==> config.mk <==
export PLATFORM = sky130hd
export DESIGN_NAME = stbg_env_div
export DESIGN_NICKNAME = d
export VERILOG_FILES = /design/src/hw/rtl/stbg_pkg.sv /design/src/hw/rtl/stbg_env_div.sv
export SDC_FILE = /design/constraint.sdc
export NUM_CORES = 2
export LEC_CHECK = 0
export BUFFER_PORTS_ARGS = -buffer_cell sky130_fd_sc_hd__buf_2
export CAP_MARGIN = 10
export CORE_UTILIZATION = 64
export CTS_CLUSTER_DIAMETER = 120
export CTS_CLUSTER_SIZE = 14
export DETAILED_ROUTE_END_ITERATION = 8
export PLACE_DENSITY = 0.91
export SYNTH_ARGS = -nofsm -noshare
export SYNTH_HDL_FRONTEND = slang
export SYNTH_SLANG_ARGS = --single-unit
==> constraint.sdc <==
create_clock -name aclk -period 20.3 [get_ports aclk]
set_clock_uncertainty 0.1 [all_clocks]
set_input_delay 3.045 -clock aclk [delete_from_list [all_inputs] [get_ports aclk]]
set_output_delay 3.045 -clock aclk [all_outputs]
set_load 0.1 [all_outputs]
==> src/hw/rtl/stbg_pkg.sv <==
`default_nettype none
// ----------------------------------------------------------------------------
// stbg_pkg
// Shared widths, reset values, register indexes and the side-band record that
// travels with each sample through the tone burst generator pipeline.
// ----------------------------------------------------------------------------
package stbg_pkg;

    // Field widths of the streaming and configuration ports.
    localparam int IDX_IN_W   = 20;
    localparam int SAMPLE_W   = 16;
    localparam int MAG_W      = 15;
    localparam int AMP_W      = 15;
    localparam int STEP_W     = 32;
    localparam int SPH_W      = 16;
    localparam int LEN_W      = 20;
    localparam int CFG_DATA_W = 32;
    localparam int CFG_IDX_W  = 3;

    // Envelope is a Q16 fraction in 0..1, so it needs one bit above the point.
    localparam int ENV_FRAC = 16;
    localparam int ENV_W    = ENV_FRAC + 1;
    localparam logic [ENV_W-1:0] ENV_ONE = ENV_W'(1) << ENV_FRAC;

    // Envelope numerator and denominator are products of two ramp counts.
    localparam int PROD_W      = 2 * LEN_W;
    localparam int MA_W        = MAG_W + AMP_W;
    localparam int TONE_PROD_W = MA_W + ENV_W;

    localparam int FULL_SCALE = 32767;

    // 2*pi in Q30, used to build the quarter-wave table.
    localparam logic [63:0] TWO_PI_Q30 = 64'd6746518852;

    // Register reset values.
    localparam logic [STEP_W-1:0] RST_PHASE_STEP   = 32'd48695777;
    localparam logic [SPH_W-1:0]  RST_START_PHASE  = 16'd0;
    localparam logic [AMP_W-1:0]  RST_PEAK_AMP     = 15'd16384;
    localparam logic [LEN_W-1:0]  RST_BURST_START  = 20'd0;
    localparam logic [LEN_W-1:0]  RST_BURST_LENGTH = 20'd11025;
    localparam logic [LEN_W-1:0]  RST_RAMP_LENGTH  = 20'd4410;

    typedef enum logic [CFG_IDX_W-1:0] {
        REG_PHASE_STEP   = 3'd0,
        REG_START_PHASE  = 3'd1,
        REG_PEAK_AMP     = 3'd2,
        REG_BURST_START  = 3'd3,
        REG_BURST_LENGTH = 3'd4,
        REG_RAMP_LENGTH  = 3'd5
    } stbg_cfg_reg_t;

    // Per-sample side band carried alongside the arithmetic.
    typedef struct packed {
        logic                       valid;
        logic                       win;
        logic                       neg;
        logic [MAG_W-1:0]           mag;
        logic signed [SAMPLE_W-1:0] mix;
    } stbg_tag_t;

endpackage : stbg_pkg
`default_nettype wire

==> src/hw/rtl/stbg_env_div.sv <==
`default_nettype none
// ----------------------------------------------------------------------------
// stbg_env_div
// Pipelined restoring divider for the burst envelope: one quotient bit per
// stage, giving floor(num * 2^16 / den) for num <= den.
// ----------------------------------------------------------------------------
module stbg_env_div import stbg_pkg::*; (
    input  wire logic              aclk,
    input  wire logic              aresetn,
    input  wire logic              en,
    input  wire logic [PROD_W-1:0] num_i,
    input  wire logic [PROD_W-1:0] den_i,
    input  wire stbg_tag_t         tag_i,
    output logic      [ENV_W-1:0]  env_o,
    output stbg_tag_t              tag_o
);

    localparam int STAGES = ENV_W;

    logic      [PROD_W-1:0] rem_reg  [STAGES];
    logic      [PROD_W-1:0] rem_next [STAGES];
    logic      [PROD_W-1:0] den_reg  [STAGES];
    logic      [PROD_W-1:0] den_next [STAGES];
    logic      [ENV_W-1:0]  quo_reg  [STAGES];
    logic      [ENV_W-1:0]  quo_next [STAGES];
    stbg_tag_t              tag_reg  [STAGES];
    stbg_tag_t              tag_next [STAGES];

    logic [PROD_W:0] trial [STAGES];
    logic [PROD_W:0] diff  [STAGES];
    logic            ge    [STAGES];

    always_comb begin
        // The top quotient bit: the numerator never exceeds the denominator.
        trial[0]    = {1'b0, num_i};
        diff[0]     = trial[0] - {1'b0, den_i};
        ge[0]       = (num_i >= den_i);
        rem_next[0] = ge[0] ? diff[0][PROD_W-1:0] : num_i;
        quo_next[0] = ENV_W'(ge[0]);
        den_next[0] = den_i;
        tag_next[0] = tag_i;
        for (int s = 1; s < STAGES; s++) begin
            trial[s]    = {rem_reg[s-1], 1'b0};
            diff[s]     = trial[s] - {1'b0, den_reg[s-1]};
            ge[s]       = (trial[s] >= {1'b0, den_reg[s-1]});
            rem_next[s] = ge[s] ? diff[s][PROD_W-1:0] : trial[s][PROD_W-1:0];
            quo_next[s] = {quo_reg[s-1][ENV_W-2:0], ge[s]};
            den_next[s] = den_reg[s-1];
            tag_next[s] = tag_reg[s-1];
        end
    end

    always_ff @(posedge aclk) begin
        if (!aresetn) begin
            for (int s = 0; s < STAGES; s++) begin
                tag_reg[s].valid <= 1'b0;
            end
        end else if (en) begin
            for (int s = 0; s < STAGES; s++) begin
                tag_reg[s] <= tag_next[s];
            end
        end
    end

    always_ff @(posedge aclk) begin
        if (en) begin
            for (int s = 0; s < STAGES; s++) begin
                rem_reg[s] <= rem_next[s];
                den_reg[s] <= den_next[s];
                quo_reg[s] <= quo_next[s];
            end
        end
    end

    assign env_o = quo_reg[STAGES-1];
    assign tag_o = tag_reg[STAGES-1];

endmodule : stbg_env_div
`default_nettype wire
Word level (Yosys, flattened, before mapping)
Memory sizes are Yosys's and may differ from the RTL's. Index checks and enable logic that the tools add are counted.

Register bits after elaboration: 0. Output and inout port bits: 51. Word-level logic and storage cells: 94. Memories kept: 4. Memory bits (writable): 2227.

$lt $le $gt $ge: 17. Bitwise logic cells: 17. Multiplexer cells: 39. Add/subtract/negate cells: 17.

Memory list: den_reg (depth 17, width 40, rd ports 16, clocked after Yosys merged registers in 0, write ports 17, line stbg_env_div.sv:22) `logic [PROD_W-1:0] den_reg [STAGES];`; rem_reg (depth 17, width 40, rd ports 16, clocked after Yosys merged registers in 0, write ports 17, line stbg_env_div.sv:20) `logic [PROD_W-1:0] rem_reg [STAGES];`; tag_reg (depth 17, width 34, rd ports 17, clocked after Yosys merged registers in 0, write ports 17, line stbg_env_div.sv:26) `stbg_tag_t tag_reg [STAGES];`; quo_reg (depth 17, width 17, rd ports 17, clocked after Yosys merged registers in 0, write ports 17, line stbg_env_div.sv:24) `logic [ENV_W-1:0] quo_reg [STAGES];`.

Operators by type and width (number): two-way mux 40 bit (17); subtractor 40 bit (17); >= comparator 41 x 40 -> 1 bit (16); >= comparator 40 bit (1); two-way mux 1 bit (22); OR 1 bit (17).

Depth between registers and ports, before layout
Word-level depth: 4. Gate-level depth with buffers: 16. Mapped depth without buffers: 13.

Worst setup path before layout
Ideal clock, no wire load.

Kind: input to register. Start point: input port aresetn. End point: memory tag_reg[0][0] (netlist name) (enable). Stages: 4. Arrival time: 16.497 ns. Slack: 2.703 ns. Data required time: 19.200 ns. Library setup time: 1.000 ns. Path buffers: 3. Cells stage by stage: clkbuf_1 > clkbuf_1 > clkbuf_1 > and2_1.

RTL lines: start: declaration (line stbg_env_div.sv:9) `input wire logic aresetn,`; end: declaration (line stbg_env_div.sv:26).

==> results.md <==
- Status: finished clean
- Final setup vio count: 0
- H-tree Lvls: 4
- Worst hold slack: 0.305 ns
- Crit share post-route: 0.359
- Reg-to-reg slack, setup: 14.71 ns
- Core area: 168000 µm²
- DRT antenna net count: 0
- Fin area: 116000 µm²
- Largest family of logic cells by synthesized area: compound AO/OA/AOI/OAI gates
- DRC: 0
- Yosys reg bits: 2011
- Most common cell after layout, fill and taps aside: edfxtp_1
- Fin. max-slew vios: 0
- Type of the worst setup path: input pin to flop
- Post-CTS Setup Repair Bufs: 0
- Worst reg2reg path endpoint: rem_reg[0][466]
- Final worst setup slack: 13.00 ns
- CTS Root Cell: clkbuf_16
- Crit path time final: 7.30 ns
- Area share of and/or/nand/nor cells after synthesis: 0.110
- CTS tree: done
- Crit path DAT: 7.62 ns
- Pwr dens: 146 nW/µm²
- Die Y: 414 µm
- Initial DRT Pass Iterations: 6
- Number of port buffers: 167
- Hold Buf Count CTS: 0
- Detail Placement HPWL: 174 mm
- Mux contribution to synthesized area: 0.0397
- Final estimated routing congestion in global placement: 0.998
- Post-place instance area: 111000 µm²
- Static Leak: 48.1 nW
- Fmax: 0.137 GHz
- Post-synth EDFFs: 2011
- Clk slew on worst S/H paths: 0.06 ns
- Initial antenna violation count: 2
- Warnings from Yosys: 0
- DIE AREA: 172000 µm²
- Hold path startpoint: quo_reg[4][20]
- Via density: 6.14
- Setup WS pre-CTS: 12.12 ns
- Hold Fails Final Rpt: 0
- Die W: 414 µm
- Xor-xnor portion of the synthesized cell area: 0.0446
- First-pass GRT wire length: 374 mm
- Initial Utilization: 0.647
- Syn_nets: 10233
- Endpoint class of the critical path: flop
- CP max FO: 197
- Syn Area/Cell: 11.5 µm²
- Layout Nets: 10227
- GRT overflow: 0
- Vias in the first global route: 72741
- Std-Cell Rows: 150
- Quantity of gates resized following cts: 0
- Clk sink count: 2011
- Final Core Density: 0.689
- Worst Path Required: 20.63 ns
- Antenna cells: 0
- Clock buffer count from CTS: 161
- Hold Path End: quo_reg[5][4]
- Worst reg2reg path depth: 13
- Synth cell types: 80
- Placed cell count: 11456
- Gate Count Post-Synth: 9421
- Layout overhead on the synthesized area: 6.45%
- Min-Delay Path Class: flop to flop
- Compound-gate portion of the synthesized area: 0.126
- Layout cells sized above 1: 0.0844
- Cell Area, Synth: 109000 µm²
- Post-Synth Adder-Cell Area: 0.0811
- Clock Tree Buf Depth: 3
- Worst r2r src: den_reg[0][402]
- Startpoint Class: input pin
- VDD IR max: 0.0987 mV
- RSZ-0062 raised after global routing: false
- Largest net degree at the start of global routing: 198
- Final Non-Filler Cells: 11633
- Seq/Total Area, Yosys: 0.555
- GRT Resource Usage Total: 0.273
- Max Cap Violations: 0
- Slew HR: 0.181
- Commonest non-fill, non-tap cells in the layout: edfxtp_1 (2011), inv_1 (830), ha_1 (679)
- Final TNS setup: 0 ns
- Overall Power: 16.9 mW
- 1st-iter DRT viols: 4615
- Predominant post-synthesis flop cell: edfxtp_1
- Slew @ Worst Pin: 1.23 ns
- Vias: 71408
- Hold path cells: 0
- Skew-Pair Late Insertion Delay: 0.85 ns
- Wire per inst: 20.4 µm
- IO Count: 168
- Routed WL: 237 mm
- FFs w/ async S/R, synth: 0
## cells by family after synthesis
logic type,Yosys count
adder cells (fa/ha/maj),695
AO/OA/AOI/OAI,2210
multiplexers,373
buffers and inverters,1224
flip-flops,2011
AND/OR/NAND/NOR,2354
XOR/XNOR,554
## cells in the mapped netlist (all sizes together), types with 140 or more instances
| library cell | count | area, µm² |
|---|---|---|
| xnor2 | 314 | 2750 |
| inv | 830 | 3120 |
| nand4 | 161 | 1010 |
| mux2 | 353 | 4110 |
| nand2 | 678 | 2540 |
| and3 | 626 | 3920 |
| nand3 | 140 | 701 |
| a21o | 316 | 2370 |
| edfxtp | 2011 | 60400 |
| clkbuf | 337 | 1260 |
| xor2 | 240 | 2100 |
| nor2 | 360 | 1350 |
| ha | 679 | 8500 |
| a21oi | 625 | 3130 |
| o21ai | 598 | 2990 |
## layer usage
| layer | routed length (µm) | track usage | share of wire |
|---|---|---|---|
| met1 | 85200 | 0.280 | 0.36 |
| met2 | 128000 | 0.526 | 0.54 |
| met3 | 8880 | 0.0313 | 0.037 |
| met5 | 0 | 0 | 0 |
| met4 | 14900 | 0.163 | 0.063 |
## cell type report
cell class                 instances  area [µm²]
fill                           11353       52200
clock inverter                    15         317
sequential                      2011       60400
tap                             2204        2760
timing repair buffer             225        1320
inverter                         830        3120
clock buffer                     162        4050
multi-input combinational       6186       43800
## worst max-delay path by stage
stage / startpoint / to / slack, ns / depth (start not counted)
6_report: en / den_reg[0][38] / 13.00 / 6
2_1_floorplan: aresetn / tag_reg[0][0] / 2.70 / 4
5_1_grt: en / den_reg[0][35] / 12.63 / 6
3_3_place_gp: aresetn / tag_reg[16][10] / 12.26 / 5
4_1_cts: aresetn / tag_reg[15][28] / 13.03 / 5
3_5_place_dp: aresetn / tag_reg[16][10] / 12.12 / 5
## worst max-delay path, stage by stage
cell	delay [ns]
buf_12	0.28
buf_12	0.60
buf_12	0.64
buf_4	0.85
buf_4	0.82
buf_4	0.82
## power by group
part           internal (mW)  switching (mW)  leakage (nW)
registers               5.85           0.436          19.6
clock network           1.43            1.40          2.12
logic                   3.30            4.47          26.3
No activity file was read; power rests on OpenSTA's default activity.
